**src/cpli_ram.sv**
```systemverilog
// Generic single write port, single read port RAM with registered read data.
`default_nettype none

module cpli_ram #(
   parameter int WIDTH = 8,
   parameter int DEPTH = 16
) (
   input  wire logic                     clock,
   input  wire logic                     wr_en,
   input  wire logic [$clog2(DEPTH)-1:0] wr_addr,
   input  wire logic [WIDTH-1:0]         wr_data,
   input  wire logic [$clog2(DEPTH)-1:0] rd_addr,
   output logic      [WIDTH-1:0]         rd_data
);

   logic [WIDTH-1:0] mem_ff [DEPTH];
   logic [WIDTH-1:0] rd_data_ff;

   always_ff @(posedge clock) begin
      if (wr_en) begin
         mem_ff[wr_addr] <= wr_data;
      end
      rd_data_ff <= mem_ff[rd_addr];
   end

   assign rd_data = rd_data_ff;

endmodule

`default_nettype wire

```
**config.mk**
```make
export PLATFORM = sky130hd
export DESIGN_NAME = cpli_ram
export DESIGN_NICKNAME = d
export VERILOG_FILES = /design/src/cpli_ram.sv
export SDC_FILE = /design/constraint.sdc
export NUM_CORES = 1
export LEC_CHECK = 0
export BUFFER_PORTS_ARGS = -buffer_cell sky130_fd_sc_hd__buf_2
export CORE_ASPECT_RATIO = 1.25
export CORE_MARGIN = 5
export CORE_UTILIZATION = 31
export DETAILED_ROUTE_END_ITERATION = 10
export PLACE_DENSITY = 0.51
export SYNTH_ARGS = -nofsm -noshare
export SYNTH_HDL_FRONTEND = slang
export SYNTH_SLANG_ARGS = --single-unit
```
**constraint.sdc**
```tcl
create_clock -name clock -period 2.05 [get_ports clock]
set_input_delay 0.1025 -clock clock [delete_from_list [all_inputs] [get_ports clock]]
set_output_delay 0.1025 -clock clock [all_outputs]
set_load 0.03 [all_outputs]
```
## After elaboration in Yosys (flattened, before gate mapping)

Memory sizes are Yosys's and may differ from the RTL's. A register that Yosys moved wholly into a read port is not among the register bits.
Index checks and enable logic that the tools add are counted.

| word-level totals | value |
|---|---|
| register bits after elaboration | 0 |
| RAM bits | 128 |
| input port bits | 18 |
| output and inout bits | 8 |
| word-level logic and storage cells | 3 |
| memories | 1 |

Memories:

| name | words | width | rd ports | clocked after Yosys merged registers in | write ports | RTL line | text |
|---|---|---|---|---|---|---|---|
| mem_ff | 16 | 8 | 1 | 1 | 1 | 16 | `logic [WIDTH-1:0] mem_ff [DEPTH];` |

| cells by class | value |
|---|---|
| mux-type cells | 2 |

Operators by type and width:

| cell | number |
|---|---|
| 2-to-1 mux 1 bit | 2 |

## Longest topological paths before layout

Gate-level depths: netlist (run 1).

| depth | value |
|---|---|
| depth after elaboration | 2 |
| mapped depth | 5 |
| gate-level depth less buffers | 3 |

## Least setup slack after synthesis (run 1)

OpenSTA, ideal clock, no wires.

| timing path | value |
|---|---|
| kind | input-to-reg |
| start | in wr_addr[2] |
| end | mem mem_ff[0][0] (enable) |
| setup time | 383 ps |
| arrival | 1212 ps |
| required time | 1667 ps |
| path slack | 455 ps |
| cell stages on the path | 2 |
| buffers on the path | 0 |
| cells stage by stage | or3b_2 > nor3_1 |

RTL lines:

| item | RTL line | text |
|---|---|---|
| start, declared | 10 | `input wire logic [$clog2(DEPTH)-1:0] wr_addr,` |
| end, declared | 16 |  |

Straight into the memory's write port.

==> impl_metrics.toml, run 1 <==
[routing]
vias_per_cell = 4.74
routed_wl_mm = 10.2
drc = 0
dr_total_vias = 2434
drtPass1Iterations = 4
first_iter_violations = 152
ant_nets = 0
wire_per_inst_um = 19.9

[power]
switching_power_mw = 1.30
clockPowerShare_pct = 47.7
switching_share_pct = 19.7
power.leakage_nw = 2.11
power_frac_comb_pct = 5.0
fin_total_pwr_mw = 6.60
power_frac_seq_pct = 47.4
power.density_nw_per_um2 = 1050
ir_worst_vdd_v = 0.000557
p_int_mw = 5.30

[yosys]
synth_compound_area_share_pct = 2.33
synth_cell_types = 19
synthXorXnorAreaFrac_pct = 0
synth_top_family_by_area = "multiplexers"
yosysSeqAreaShare_pct = 77.8
syn_nets = 247
synth_seq_cells = 136
netlist_area_um2 = 5150
yosysWarnings = 0
yosys.area_share.adder_pct = 0
avgSynthCellArea_um2 = 22.5
synth-simple-area-share_pct = 3.18
muxShareOfSynthArea_pct = 15.0
synth_top_area_share_pct = 74.7
synth_top_area_cell = "edfxtp_1"
synth_area_leaders = "edfxtp_1 (75%), mux4_2 (7.9%), mux4_1 (7.1%), dfxtp_1 (3.1%), a22oi_1 (2.3%)"
syn_inst = 229

[finish]
n_antenna_cell = 0
syn2layout_area_growth_pct = 21.6
most-common-layout-cells = "edfxtp_1 (128), buf_2 (25), buf_4 (19), mux4_2 (18), clkbuf_16 (17)"
finalInstanceArea_um2 = 6260
drive_gt1_share_pct = 31.6
layout_commonest_cell = "edfxtp_1"
fin_nets = 302
fin_util_pct = 38.5

[global_routing]
grt_overflow_total = 0
track_usage_pct = 11.1
antenna_found_initial = 0
grt_pass1_wl_mm = 15.7
grt_max_degree = 33
grt_pass1_vias = 2578

[floorplanning]
start_util_pct = 31.6
dieHeight_um = 154
core_area_um2 = 16300
die_area_um2 = 19300
io_pins = 26
num_rows = 52
die_x_um = 125

[timing]
tns_ps = 0
finalHoldViolCount = 0
timing.final.crit_period_ps = 1470
clock.fmax_mhz = 680
fin_ws_ps = 580
final_max_slew_viol_count = 0
relSlewSlack_pct = 55.8
setup_viol = 0
max_slew.worst_pin.slew_ps = 661
finalCritPeriodShare_pct = 71.7
clock_skew_ps = 8.14
rsz0062_at_grt = "false"

[critical_path]
start_kind = "register"
path_max_fanout = 1
critPathLaunch = "mem_ff[1][2]$_DFFE_PP_"
cp_data_required_time_ps = 2330
r2r_slack_ps = 580
slowest_stage = "mux4_1"
crit_cells = 3
path_cells = "mux4_1 > a22oi_1 > nand2_1"
cpLargestDelayFamily = "multiplexers"
cp-endpoint = "rd_data[2]$_DFF_P_"
max_stage_delay_ps = 520
cp-end-kind = "register"
critPathKind = "register to register"
rr_worst_depth = 3
path_buf_inv = 0
worstReg2RegEnd = "rd_data[2]$_DFF_P_"
critPathArrivalTime_ps = 1750
reg2reg_from = "mem_ff[1][2]$_DFFE_PP_"

[hold_path]
min_path_type = "input port to register"

[cts]
cts.hold.buffers_added = 0
post_cts_resized = 0
h-tree-depth = 4
clk_pin_slew_ps = 60
clkSinkCount = 136
post_cts_buffers = 0
cts_tree = "yes"
root_buffer = "clkbuf_16"
clk_latency_ps = 410
cts_buffers = 17
clock_path_buffers = 2

[run_status]
outcome = "completed"

[place]
gp_congestion = 0.724
dpl_worst_slack_ps = 363
port_buffers = 25
dp_hpwl_mm = 6.74
dpl-instance-area_um2 = 5640

[job]
cap_violations = 0
-- power groups by stage --
stage	logic (mW)	clock network, mW	registers, mW
3_5_place_dp	0.334	0	3.19
2_1_floorplan	0.158	0	3.22
5_1_grt	0.356	3.34	3.13
6_report	0.328	3.15	3.13
4_1_cts	0.335	3.20	3.13
3_3_place_gp	0.329	0	3.19
-- metrics by stage --
stage	hold slack (ps)	cells
after CTS	73.1	513
final	83.5	513
after global placement	502	481
after detailed placement	503	481
after global routing	84.3	513
after floorplan	201	229
-- state kept, by name, indices dropped and copies added, names as in the netlist --
name and cells:
mem_ff 128, rd_data 8
-- worst reg2reg max path: cells and delay by family, from the launching register on --
family / cells / cell delay, ps
simple gates: 1 / 110
compound gates: 1 / 360
mux: 1 / 520
flops: 1 / 350
-- Yosys cell counts, drive strengths merged --
master         instances
nor2b                  1
buf                    7
nor2                  13
or3b                   1
a22oi                 16
edfxtp               128
dfxtp                  8
nand3                  1
nand2b                 2
mux4                  32
and2b                  1
nand2                  9
clkdlybuf4s25          3
and2                   1
nand3b                 2
nor3                   4
-- how the worst min path moves through the flow --
stage / startpoint / endpoint / slack, ps / cells after the start
2_1_floorplan: wr_data[0] / mem_ff[0][0]$_DFFE_PP_ / 200 / 0
3_3_place_gp: wr_data[3] / mem_ff[14][3]$_DFFE_PP_ / 500 / 1
3_5_place_dp: wr_data[5] / mem_ff[2][5]$_DFFE_PP_ / 500 / 1
4_1_cts: wr_data[5] / mem_ff[4][5]$_DFFE_PP_ / 70 / 1
5_1_grt: wr_data[5] / mem_ff[4][5]$_DFFE_PP_ / 80 / 1
6_report: wr_data[5] / mem_ff[4][5]$_DFFE_PP_ / 80 / 1
-- layout make-up --
type | instances | area, um^2
Multi-Input combinational cell | 83 | 1060
Sequential cell | 136 | 4000
Timing Repair Buffer | 46 | 308
Tap cell | 216 | 270
Fill cell | 1519 | 10000
Clock inverter | 12 | 175
Clock buffer | 20 | 447
-- layer usage --
layer / GRT usage [%] / wire length (um) / up-vias
met3: 2.91 / 498 / 6
met1: 14.6 / 4510 / 1271
met4: 4.18 / 97 / 0
li1: - / - / 1084
met5: 0 / 0 / -
met2: 17.7 / 5100 / 73
-- kinds of logic after synthesis --
kind of cell | count (synthesis)
DFF | 136
and+or+nand+nor | 35
muxes | 32
AOI/OAI and AO/OA | 16
buffers and inverters | 10
Power figures use the tool's default switching activity.
==> run 2, diff against run 1 <==
- clock period: 2.05 -> 1.4 ns (I/O delays scaled with it)
==> run 2 against run 1 <==
Net effect: cell area is 2.6% higher; die area stayed put; sequential share of layout area shrank 1.6 points; sequential power increased by 47%; clock power up 53%; combinational power is 59% higher; clock skew grew 3.2 ps; worst hold slack lost 33 ps; flip-flop and latch count stayed put; non-clock buffer count is 13 higher.
==> impl_metrics.toml, run 2 (synthesized netlist as in run 1, its figures left out) <==
[run_status]
outcome = "completed"

[finish]
num-fill-cells = 1505
fin_nets = 315
most-common-layout-cells = "edfxtp_1 (128), buf_4 (30), buf_2 (25), mux4_2 (20), clkbuf_16 (17)"
n_antenna_cell = 0
regMostFlops = "mem_ff"
fin_util_pct = 39.5
syn2layout_area_growth_pct = 24.8
drive_gt1_share_pct = 37.1
finalInstanceArea_um2 = 6420
largest_reg_flops = 128
layout_commonest_cell = "edfxtp_1"

[place]
gp_congestion = 0.719
port_buffers = 25
dpl_worst_slack_ps = -135
dp_hpwl_mm = 7.49
dpl-instance-area_um2 = 5770

[routing]
wire_per_inst_um = 20.8
routed_wl_mm = 10.9
drc = 0
vias_per_cell = 4.72
drtPass1Iterations = 4
dr_total_vias = 2484
first_iter_violations = 163
ant_nets = 0

[cts]
post_cts_buffers = 0
clkSinkCount = 136
cts_tree = "yes"
cts_buffers = 17
h-tree-depth = 4
root_buffer = "clkbuf_16"
clk_pin_slew_ps = 60
clk_latency_ps = 410
clock_path_buffers = 2

[timing]
fin_ws_ps = 80.9
whs_ps = 51.0
setup_viol = 0
finalHoldViolCount = 0
relSlewSlack_pct = 46.5
final_max_slew_viol_count = 0
max_slew.worst_pin.slew_ps = 799
finalCritPeriodShare_pct = 94.2
clock.fmax_mhz = 758
clock_skew_ps = 11.3
tns_ps = 0
timing.final.crit_period_ps = 1320
rsz0062_at_grt = "false"

[critical_path]
rr_worst_depth = 3
critPathLaunch = "mem_ff[9][3]$_DFFE_PP_"
path_max_fanout = 1
critPathArrivalTime_ps = 1610
worstReg2RegEnd = "rd_data[3]$_DFF_P_"
crit_cells = 3
reg2reg_from = "mem_ff[9][3]$_DFFE_PP_"
cp-endpoint = "rd_data[3]$_DFF_P_"
cpLargestDelayFamily = "multiplexers"
slowest_stage = "mux4_1"
cp_data_required_time_ps = 1690
max_stage_delay_ps = 510
path_buf_inv = 0
critPathKind = "register to register"
path_cells = "mux4_1 > a22oi_1 > nand2_1"
cp-end-kind = "register"
start_kind = "register"
r2r_slack_ps = 80

[global_routing]
grt_pass1_wl_mm = 16.9
track_usage_pct = 12.0
grt_overflow_total = 0
grt_pass1_vias = 2629
grt_max_degree = 17
antenna_found_initial = 0

[job]
cap_violations = 0

[floorplanning]
die_area_um2 = 19300
num_rows = 52
dieHeight_um = 154
die_x_um = 125
io_pins = 26
core_area_um2 = 16300
start_util_pct = 31.6

[power]
power.density_nw_per_um2 = 1540
ir_worst_vdd_v = 0.000872
power.leakage_nw = 2.20

[hold_path]
min_path_type = "input port to register"
-- run 2: cell count changes in the layout (fill, tap and decap cells not counted), sizes merged --
cell,delta
clkinv,+1
bufinv,+1
inv,-1
clkinvlp,-1
buf,+13
-- run 2: area by class of cell --
cell class	instances	area [um^2]	area share [%]
flip-flops and latches	136	4000	62.3
multi-input cells	83	1070	16.7
clock buffers	20	447	6.95
repair buffers	59	430	6.70
well taps	216	270	4.21
clock inverters	12	199	3.10
-- run 2: metal layers --
metal	wire, um	GRT usage [%]	vias up
li1	-	-	1111
met5	0	0	-
met2	5590	19.6	63
met3	467	3.26	8
met4	95	4.34	0
met1	4800	15.6	1302
-- run 2: how the worst min path moves through the flow --
stage / slack (ps) / depth (start not counted) / start / endpoint
detailed placement: 490 / 1 / wr_data[5] / mem_ff[2][5]$_DFFE_PP_
floorplan: 170 / 0 / wr_data[0] / mem_ff[0][0]$_DFFE_PP_
global placement: 470 / 1 / wr_data[7] / mem_ff[12][7]$_DFFE_PP_
global route: 60 / 1 / wr_data[7] / mem_ff[10][7]$_DFFE_PP_
CTS: 50 / 1 / wr_data[3] / mem_ff[12][3]$_DFFE_PP_
finish: 50 / 1 / wr_data[6] / mem_ff[5][6]$_DFFE_PP_
-- run 2: where the power goes --
part	leakage, nW	internal (mW)	switching [mW]	total, mW
logic	0.661	0.212	0.308	0.520
clock network	0.314	3.21	1.61	4.82
registers	1.22	4.55	0.0322	4.59
total	2.20	7.97	1.95	9.92
-- run 2: what timing repair did --
| action | in CTS | in global routing |
|---|---|---|
| setup endpoints to repair | 2 | 4 |
| hold buffers | 0 | 0 |
| resized for setup | 2 | 4 |
-- run 2: stage by stage --
step	instances	power (mW)
6_report	526	9.92
5_1_grt	526	10.3
4_1_cts	526	10.0
3_5_place_dp	494	5.20
3_3_place_gp	494	5.19
2_1_floorplan	229	4.94
-- run 2: worst reg2reg max path, cell delays in order, from the launching register on --
cell and delay [ps]:
edfxtp_1 350, mux4_1 510, a22oi_1 260, nand2_1 80
