## src/cpli_pkg.sv

```systemverilog
// Shared types and constants for the curve point lookup and interpolation unit.
`default_nettype none

package cpli_pkg;

   localparam int PARAM_W = 17;   // curve parameter, unsigned Q1.16
   localparam int COORD_W = 32;   // coordinate, signed Q16.16
   localparam int CFG_W   = 7;    // point count register
   localparam int INDEX_W = 6;    // entry index field of a load

   localparam logic CMD_LOAD  = 1'b0;
   localparam logic CMD_QUERY = 1'b1;

   typedef enum logic [1:0] {
      STATUS_INTERP = 2'd0,
      STATUS_FIRST  = 2'd1,
      STATUS_LAST   = 2'd2,
      STATUS_EMPTY  = 2'd3
   } status_type;

   typedef struct packed {
      logic [PARAM_W-1:0] param;
      logic [COORD_W-1:0] x;
      logic [COORD_W-1:0] y;
   } entry_type;

   // Start command shared by both interpolation lanes.
   typedef struct packed {
      logic               start;
      logic [PARAM_W-1:0] dt;
      logic [PARAM_W-1:0] span;
   } lane_ctl_type;

endpackage

`default_nettype wire

```

## src/cpli_lane.sv

```systemverilog
// Bit-serial interpolation lane: a + (b-a)*dt/span, quotient truncated toward zero.
`default_nettype none

module cpli_lane (
   input  wire logic                          clock,
   input  wire logic                          reset,
   input  wire cpli_pkg::lane_ctl_type        ctl,
   input  wire logic [cpli_pkg::COORD_W-1:0]  coord_a,
   input  wire logic [cpli_pkg::COORD_W-1:0]  coord_b,
   output logic      [cpli_pkg::COORD_W-1:0]  result,
   output logic                               done
);

   localparam int CW    = cpli_pkg::COORD_W;
   localparam int PW    = cpli_pkg::PARAM_W;
   localparam int SW    = PW + 2;
   localparam int CNT_W = $clog2(CW + 1);

   typedef enum logic [1:0] {L_IDLE, L_SUB, L_DIV, L_ADD} lane_state_type;

   lane_state_type state_ff, state_in;
   logic [CNT_W-1:0] cnt_ff, cnt_in;
   logic [CW:0]      a_sh_ff, a_sh_in, b_sh_ff, b_sh_in;
   logic [CW:0]      pos_sh_ff, pos_sh_in, neg_sh_ff, neg_sh_in;
   logic             cp_ff, cp_in, cn_ff, cn_in, sign_ff, sign_in;
   logic [PW-1:0]    dt_ff, dt_in, span_ff, span_in, rem_ff, rem_in;
   logic [CW-1:0]    qa_ff, qa_in, qc_ff, qc_in, y0_sh_ff, y0_sh_in;
   logic             c1_ff, c1_in, c2_ff, c2_in;
   logic [CW-1:0]    res_ff, res_in;
   logic             done_ff, done_in;

   // subtract step: b-a and a-b side by side, LSB first
   logic ab, bb, p_bit, n_bit, cp_nx, cn_nx;
   // divide step
   logic          m_bit;
   logic [SW-1:0] s_val, span1, span2;
   logic [1:0]    digit;
   logic [PW-1:0] rem_nx;
   // final add step
   logic qb, qx, r_bit, c1_nx, c2_nx;

   always_comb begin
      ab    = a_sh_ff[0];
      bb    = b_sh_ff[0];
      p_bit = bb ^ ~ab ^ cp_ff;
      cp_nx = (bb & ~ab) | (bb & cp_ff) | (~ab & cp_ff);
      n_bit = ab ^ ~bb ^ cn_ff;
      cn_nx = (ab & ~bb) | (ab & cn_ff) | (~bb & cn_ff);

      // magnitude of b-a, MSB first; remainder stays below span, dt <= span
      m_bit = sign_ff ? neg_sh_ff[CW] : pos_sh_ff[CW];
      s_val = {1'b0, rem_ff, 1'b0} + (m_bit ? SW'(dt_ff) : SW'(0));
      span1 = SW'(span_ff);
      span2 = {1'b0, span_ff, 1'b0};
      if (s_val >= span2) begin
         digit  = 2'd2;
         rem_nx = PW'(s_val - span2);
      end else if (s_val >= span1) begin
         digit  = 2'd1;
         rem_nx = PW'(s_val - span1);
      end else begin
         digit  = 2'd0;
         rem_nx = PW'(s_val);
      end

      // quotient kept as qa + qc, summed serially and added to or taken from a
      qb    = qa_ff[0] ^ qc_ff[0] ^ c1_ff;
      c1_nx = (qa_ff[0] & qc_ff[0]) | (qa_ff[0] & c1_ff) | (qc_ff[0] & c1_ff);
      qx    = qb ^ sign_ff;
      r_bit = y0_sh_ff[0] ^ qx ^ c2_ff;
      c2_nx = (y0_sh_ff[0] & qx) | (y0_sh_ff[0] & c2_ff) | (qx & c2_ff);
   end

   always_comb begin
      state_in  = state_ff;
      cnt_in    = cnt_ff;
      a_sh_in   = a_sh_ff;
      b_sh_in   = b_sh_ff;
      pos_sh_in = pos_sh_ff;
      neg_sh_in = neg_sh_ff;
      cp_in     = cp_ff;
      cn_in     = cn_ff;
      sign_in   = sign_ff;
      dt_in     = dt_ff;
      span_in   = span_ff;
      rem_in    = rem_ff;
      qa_in     = qa_ff;
      qc_in     = qc_ff;
      y0_sh_in  = y0_sh_ff;
      c1_in     = c1_ff;
      c2_in     = c2_ff;
      res_in    = res_ff;
      done_in   = 1'b0;
      unique case (state_ff)
         L_IDLE: begin
            if (ctl.start) begin
               a_sh_in  = {coord_a[CW-1], coord_a};
               b_sh_in  = {coord_b[CW-1], coord_b};
               y0_sh_in = coord_a;
               dt_in    = ctl.dt;
               span_in  = ctl.span;
               cp_in    = 1'b1;
               cn_in    = 1'b1;
               cnt_in   = '0;
               state_in = L_SUB;
            end
         end
         L_SUB: begin
            a_sh_in   = a_sh_ff >> 1;
            b_sh_in   = b_sh_ff >> 1;
            pos_sh_in = {p_bit, pos_sh_ff[CW:1]};
            neg_sh_in = {n_bit, neg_sh_ff[CW:1]};
            cp_in     = cp_nx;
            cn_in     = cn_nx;
            if (cnt_ff == CNT_W'(CW)) begin
               sign_in  = p_bit;
               cnt_in   = '0;
               rem_in   = '0;
               qa_in    = '0;
               qc_in    = '0;
               state_in = L_DIV;
            end else begin
               cnt_in = cnt_ff + CNT_W'(1);
            end
         end
         L_DIV: begin
            pos_sh_in = pos_sh_ff << 1;
            neg_sh_in = neg_sh_ff << 1;
            rem_in    = rem_nx;
            qa_in     = {qa_ff[CW-2:0], digit[0]};
            qc_in     = {qc_ff[CW-2:1], digit[1], 1'b0};
            if (cnt_ff == CNT_W'(CW)) begin
               cnt_in   = '0;
               c1_in    = 1'b0;
               c2_in    = sign_ff;
               state_in = L_ADD;
            end else begin
               cnt_in = cnt_ff + CNT_W'(1);
            end
         end
         L_ADD: begin
            qa_in    = qa_ff >> 1;
            qc_in    = qc_ff >> 1;
            y0_sh_in = y0_sh_ff >> 1;
            res_in   = {r_bit, res_ff[CW-1:1]};
            c1_in    = c1_nx;
            c2_in    = c2_nx;
            if (cnt_ff == CNT_W'(CW - 1)) begin
               done_in  = 1'b1;
               state_in = L_IDLE;
            end else begin
               cnt_in = cnt_ff + CNT_W'(1);
            end
         end
         default: state_in = L_IDLE;
      endcase
   end

   always_ff @(posedge clock) begin
      a_sh_ff   <= a_sh_in;
      b_sh_ff   <= b_sh_in;
      pos_sh_ff <= pos_sh_in;
      neg_sh_ff <= neg_sh_in;
      cp_ff     <= cp_in;
      cn_ff     <= cn_in;
      sign_ff   <= sign_in;
      dt_ff     <= dt_in;
      span_ff   <= span_in;
      rem_ff    <= rem_in;
      qa_ff     <= qa_in;
      qc_ff     <= qc_in;
      y0_sh_ff  <= y0_sh_in;
      c1_ff     <= c1_in;
      c2_ff     <= c2_in;
      res_ff    <= res_in;
      if (reset) begin
         state_ff <= L_IDLE;
         cnt_ff   <= '0;
         done_ff  <= 1'b0;
      end else begin
         state_ff <= state_in;
         cnt_ff   <= cnt_in;
         done_ff  <= done_in;
      end
   end

   assign result = res_ff;
   assign done   = done_ff;

endmodule

`default_nettype wire

```

## config.mk

```make
export PLATFORM = sky130hd
export DESIGN_NAME = cpli_lane
export DESIGN_NICKNAME = d
export VERILOG_FILES = /design/src/cpli_pkg.sv /design/src/cpli_lane.sv
export SDC_FILE = /design/constraint.sdc
export NUM_CORES = 1
export LEC_CHECK = 0
export ABC_CLOCK_PERIOD_IN_PS = 15400
export BUFFER_PORTS_ARGS = -buffer_cell sky130_fd_sc_hd__clkbuf_2
export CORE_MARGIN = 5
export CORE_UTILIZATION = 65
export CTS_BUF_LIST = sky130_fd_sc_hd__clkbuf_2
export DETAILED_ROUTE_END_ITERATION = 6
export GPL_TIMING_DRIVEN = 1
export HOLD_SLACK_MARGIN = 0.1
export PLACE_DENSITY_LB_ADDON = 0.08
export SLEW_MARGIN = 20
export SYNTH_ARGS = -nofsm -noshare
export SYNTH_HDL_FRONTEND = slang
export SYNTH_SLANG_ARGS = --single-unit
```

## constraint.sdc

```tcl
create_clock -name clock -period 15.4 [get_ports clock]
set_clock_uncertainty 0.05 [all_clocks]
set_input_delay 3.08 -clock clock [delete_from_list [all_inputs] [get_ports clock]]
set_output_delay 3.08 -clock clock [all_outputs]
set_load 0.02 [all_outputs]
```

=== After elaboration in Yosys (flattened, before gate mapping) ===
Index checks and enable logic that the tools add are counted.
W data, S select, Z words.

* Magnitude comparators: 2
* Bitwise logic cells: 32
* Equality and inequality tests: 10
* Muxes and demuxes: 36
* Add/sub/neg operators: 4
* Reductions and logical operators: 17

{| class="wikitable"
|+ Operators with widths
! operator !! number
|-
| $pmux W33 S2 || 4
|-
| $pmux W32 S3 || 2
|-
| $mux W17 || 4
|-
| $mux W33 || 2
|-
| $mux W32 || 2
|-
| $pmux W32 S2 || 1
|-
| $pmux W17 S2 || 1
|-
| $sub A17 B17 Y17 || 2
|-
| $add A18 B17 Y19 || 1
|-
| $ge A19 B17 Y1 || 1
|-
| $ge A19 B18 Y1 || 1
|-
| $mux W6 || 3
|-
| $pmux W6 S3 || 1
|-
| $reduce_and A2 Y1 || 8
|-
| $and A1 B1 Y1 || 12
|-
| $mux W2 || 5
|-
| $ne A2 B2 Y1 const B || 5
|-
| $xor A1 B1 Y1 || 9
|-
| $or A1 B1 Y1 || 8
|-
| $pmux W1 S2 || 4
|-
| $pmux W2 S4 || 1
|-
| $reduce_bool A2 Y1 || 4
|-
| $add A6 B1 Y6 const B || 1
|-
| $eq A6 B5 Y1 const B || 1
|-
| 9 further kinds || 18
|}

* Flip-flop bits (word level): 325
* Output and inout bits: 33
* Bits of input ports: 101

=== Longest topological paths before layout ===
* Depth after elaboration: 7
* Gate-level depth with buffers: 23

=== Worst setup path before layout ===
OpenSTA, ideal clock, no wires.

* Path kind: reg2reg
* Start: register state_ff[1]
* End: register qa_ff[0], enable pin
* Data arrival time: 6.413 ns
* Library setup time: 0.574 ns
* Buffers on the path: 2
* Data required time: 14.776 ns
* Stages on the path, launching flop included: 6
* Slack: 8.363 ns
* Period minus slack after synthesis: 7.037 ns
* Cell sequence: dfxtp_1 > ha_1 > clkbuf_1 > clkbuf_1 > nor2_1 > o21ai_0

* Longest elaborated chain between the ends: 3
* Elaborated cells on any way between the ends: 6
* Those cells by class: 4 x eq/ne; 2 x reduce/logical

{| class="wikitable"
|+ RTL lines
! what !! line !! RTL
|-
| from (decl) || cpli_lane.sv:21 || <nowiki>lane_state_type state_ff, state_in;</nowiki>
|-
| from (signal assigned) || cpli_lane.sv:181 || <nowiki>state_ff <= state_in;</nowiki>
|-
| $eq A2 B1 Y1 / $eq A2 B2 Y1 (equally long branches) || cpli_lane.sv:94 || <nowiki>unique case (state_ff)</nowiki>
|-
| $ne A2 B2 Y1 (no source line) / $reduce_bool A3 Y1 (equally long branches) || n/a ||
|-
| $reduce_and A2 Y1 (no source line) * || n/a ||
|-
| to (signal assigned) || cpli_lane.sv:170 || <nowiki>qa_ff <= qa_in;</nowiki>
|-
| to (decl) || cpli_lane.sv:27 || <nowiki>logic [CW-1:0] qa_ff, qa_in, qc_ff, qc_in, y0_sh_ff, y0_sh_in;</nowiki>
|}

Mark *: on every way between the ends. The rest lies on a longest branch, timed or not.
A chain may end at the register's enable or synchronous reset.

=== Final worst setup path ===
* Start: register sign_ff
* End: register rem_ff[3] (data pin)

* Longest elaborated chain between the ends: 7
* Elaborated cells on any way between the ends: 10
* Those cells by class: 3 x add/sub; 2 x order compare; 5 x mux

{| class="wikitable"
|+ RTL lines
! what !! line !! RTL
|-
| from (decl) || cpli_lane.sv:25 || <nowiki>logic cp_ff, cp_in, cn_ff, cn_in, sign_ff, sign_in;</nowiki>
|-
| from (signal assigned) || cpli_lane.sv:166 || <nowiki>sign_ff <= sign_in;</nowiki>
|-
| $mux W1 * || cpli_lane.sv:51 || <nowiki>m_bit = sign_ff ? neg_sh_ff[CW] : pos_sh_ff[CW];</nowiki>
|-
| $mux W17 * || cpli_lane.sv:52 || <nowiki>s_val = {1'b0, rem_ff, 1'b0} + (m_bit ? SW'(dt_ff) : SW'(0));</nowiki>
|-
| $add A18 B17 Y19 * || cpli_lane.sv:52 ||
|-
| $sub A17 B17 Y17 / $ge A19 B17 Y1 (equally long branches) || cpli_lane.sv:60, cpli_lane.sv:58 ||
|-
| $mux W17 || cpli_lane.sv:58 || <nowiki>end else if (s_val >= span1) begin</nowiki>
|-
| $mux W17 * || cpli_lane.sv:55 || <nowiki>if (s_val >= span2) begin</nowiki>
|-
| $pmux W17 S2 * || cpli_lane.sv:94 ||
|-
| to (signal assigned) || cpli_lane.sv:169 || <nowiki>rem_ff <= rem_in;</nowiki>
|-
| to (decl) || cpli_lane.sv:26 || <nowiki>logic [PW-1:0] dt_ff, dt_in, span_ff, span_in, rem_ff, rem_in;</nowiki>
|}

Marked as above.

==> reports/results.txt <==
Layout area overhead - 11.3%
Slew headroom - 30.7%
WL/cell - 16.8 um
Vias in the first global route - 9426
EDFF count, synth - 316
Critical Path AT - 5.71 ns
Crit end category - register
Cts hold-fix bufs - 0
CP Launch Point - sign_ff$_DFFE_PP_
Gr usage total - 20.6%
Starting DRC count in detailed routing - 588
WS Path Type - register to register
CP cell instances - mux2i_1 > buf_4 > nor2b_1 > ha_1 > inv_1 > fa_1 > nor2b_4 > o31a_1 > o311ai_4 > nand3b_1 > a21o_1 > a221o_1 > xor2_1 > ha_1 > nand2_1 > nor2_1 > a221oi_1 > o21ai_0 > a21oi_1 > nand2_4 > mux2i_1 > a21oi_1
Most common library cell in the layout ignoring fill and taps - edfxtp_1
Largest net degree at the start of global routing - 98
Vias per inst - 5.68
Cell Area, Synth - 15600 um^2
Final setup viols - 0
Cell variety after synth - 62
PortBufs - 133
Startpoint types - register
Num CTS Buffers - 83
VDD IR-drop max - 125 uV
Slowest cell on the critical path - edfxtp_1
Core ar. - 23500 um^2
Max-Cap Viols - 0
Synthesized instance count - 1082
First-pass GRT wire length - 45.2 mm
Status - completed
Synth top area cells - edfxtp_1 (61%), mux2_2 (11%), ha_1 (4.6%), a22o_1 (3.3%), a21oi_1 (1.9%)
CP required - 15.91 ns
Worst r2r src - sign_ff$_DFFE_PP_
Final hold vios - 0
Crit-path leading delay family - compound AO/OA/AOI/OAI gates
Die Width - 165 um
FF+latch area - 9670 um^2
CTS Buffer Depth - 3
Fill cell count - 1675
DR vias - 9368
Most area-hungry cell type in the Yosys netlist - edfxtp_1
Most common flop cell mapped by yosys - edfxtp_1
Synth Warn # - 0
Pwr Density - 228 nW/um^2
RD Place Congestion - 0.866
Placed cell area - 16600 um^2
Synth top area share - 60.8%
# DRC - 0
WL final - 27.8 mm
Max Transition Viols Final - 0
Top sig layer - met5
CTS root buffer - clkbuf_2
HP Start - result[27]$_DFFE_PP_
Max Freq - 0.192 GHz
Sequential fraction of the synthesis area - 62.0%
Cell area after layout - 17400 um^2
Bufs and invs on worst path - 2
Total grt overflow - 0
Setup_tns - 0 ns
Pleak - 6.75 nW
Synth Register Bits - 325
Nets - 1429
HP Class - register to register
H-tree levels - 3
Gates resized, CTS repair - 0
Multi-input gate area - 5620 um^2
Post-layout min period - 5.20 ns
Site Rows - 56
Synth async-reset ratio - 0%
DRT antenna net count - 0
RSZ-0062 raised after global routing - no
Worst slew pin tran - 1.04 ns
Die height - 165 um
Worst-Skew Late Latency - 0.86 ns
Hold slack - 0.399 ns
Starting Density - 66.3%
Met3 WL post-DR - 2.02 mm
Syn_nets - 1247
Pre-CTS WS - 10.21 ns
CTS tree - done
Layout cells sized above 1 - 33.2%
First drt pass iteration count - 7
Smallest setup slack after layout - 10.20 ns
Antenna violations before repair - 3
Metal2 WL - 12.5 mm
Die Area - 27200 um^2
Post-CTS Setup Inserts - 0
Reg clk slew, reported paths - 0.11 ns
Syn_area_per_cell - 14.4 um^2
Max stage delay on crit path - 0.45 ns
Final period utilization - 33.8%
IO Pins - 134
DPL Wire Length - 17.9 mm
Clk sink count - 325
Most frequent cells in the layout - edfxtp_1 (316), clkbuf_2 (252), mux2_2 (155)
CP max FO - 19
Wl on met1 - 12.7 mm
worst paths after layout:
path | slack, ns | cells after the start | endpoint
max | 10.20 | 22 | rem_ff[3]$_SDFFCE_PN0P_
min | 0.40 | 0 | result[26]$_DFFE_PP_
max reg2reg | 10.20 | 22 | rem_ff[3]$_SDFFCE_PN0P_
min reg2reg | 0.40 | 0 | result[26]$_DFFE_PP_
cells in the mapped netlist, drive strengths merged (6+ instances only):
library cell	n
a22o	59
o21ai	42
nor3	7
nand3	13
a21oi	58
inv	52
nand2	37
nor2b	25
xnor2	30
dfxtp	9
edfxtp	316
fa	7
a21o	22
clkbuf	36
nor2	29
mux2	155
nand2b	8
a31oi	7
o21bai	9
buf	9
xor2	11
and3	6
mux2i	20
ha	57
kinds of logic (layout without fill, tap and decap cells):
kind of cell / count (synthesis) / after routing / share of synthesized area (%)
buffers and inverters: 97 / 344 / 2.44
other: 0 / 2 / 0
adders and majority gates: 64 / 64 / 5.47
DFF: 325 / 325 / 62.0
muxes: 175 / 175 / 12.5
AOI/OAI and AO/OA: 227 / 227 / 10.2
xor gates and xnor gates: 41 / 41 / 2.30
and+or+nand+nor: 153 / 153 / 5.13
per-stage QoR:
stage	utilization, %	total power, mW	instances
after CTS	73.7	3.98	1648
after detailed placement	70.6	3.41	1498
after global routing	73.7	4.26	1650
after floorplan	-	3.03	1082
after global placement	70.6	3.37	1498
final	73.7	3.96	1650
worst register-to-register path, stage by stage (launching register included):
cell and delay [ns]:
edfxtp_1 0.45, mux2i_1 0.17, buf_4 0.26, nor2b_1 0.09
ha_1 0.21, inv_1 0.09, fa_1 0.26, nor2b_4 0.07
o31a_1 0.31, o311ai_4 0.28, nand3b_1 0.16, a21o_1 0.20
a221o_1 0.33, xor2_1 0.28, ha_1 0.33, nand2_1 0.12
nor2_1 0.06, a221oi_1 0.28, o21ai_0 0.16, a21oi_1 0.27
nand2_4 0.25, mux2i_1 0.24, a21oi_1 0.08
per-layer routing:
layer  vias to the layer above  track usage, %
li1                       4567               -
met4                         2            7.86
met5                         -               0
met1                      4443            28.6
met2                       299            30.9
met3                        57            6.09
state kept, by name, summed over array words and instances (netlist names), 32 cells and up:
register / cells
a_sh_ff: 33
b_sh_ff: 33
neg_sh_ff: 33
pos_sh_ff: 33
qa_ff: 32
qc_ff: 32
result: 32
y0_sh_ff: 32
final cells by class:
cell class | count | share of cell area [%]
multi-input cells | 660 | 32.4
clock inverters | 31 | 0.793
clock buffers | 119 | 3.43
well taps | 319 | 2.30
inverters | 52 | 1.12
flip-flops and latches | 325 | 55.7
repair buffers | 142 | 4.22
diodes | 2 | 0.0288
power by group:
part	switching (mW)	total, mW	internal (mW)
combinational	1.06	1.85	0.788
sequential	0.116	1.56	1.44
clock	0.345	0.556	0.211
total	1.52	3.96	2.44
Note: power is estimated with default switching activity, not from simulation.
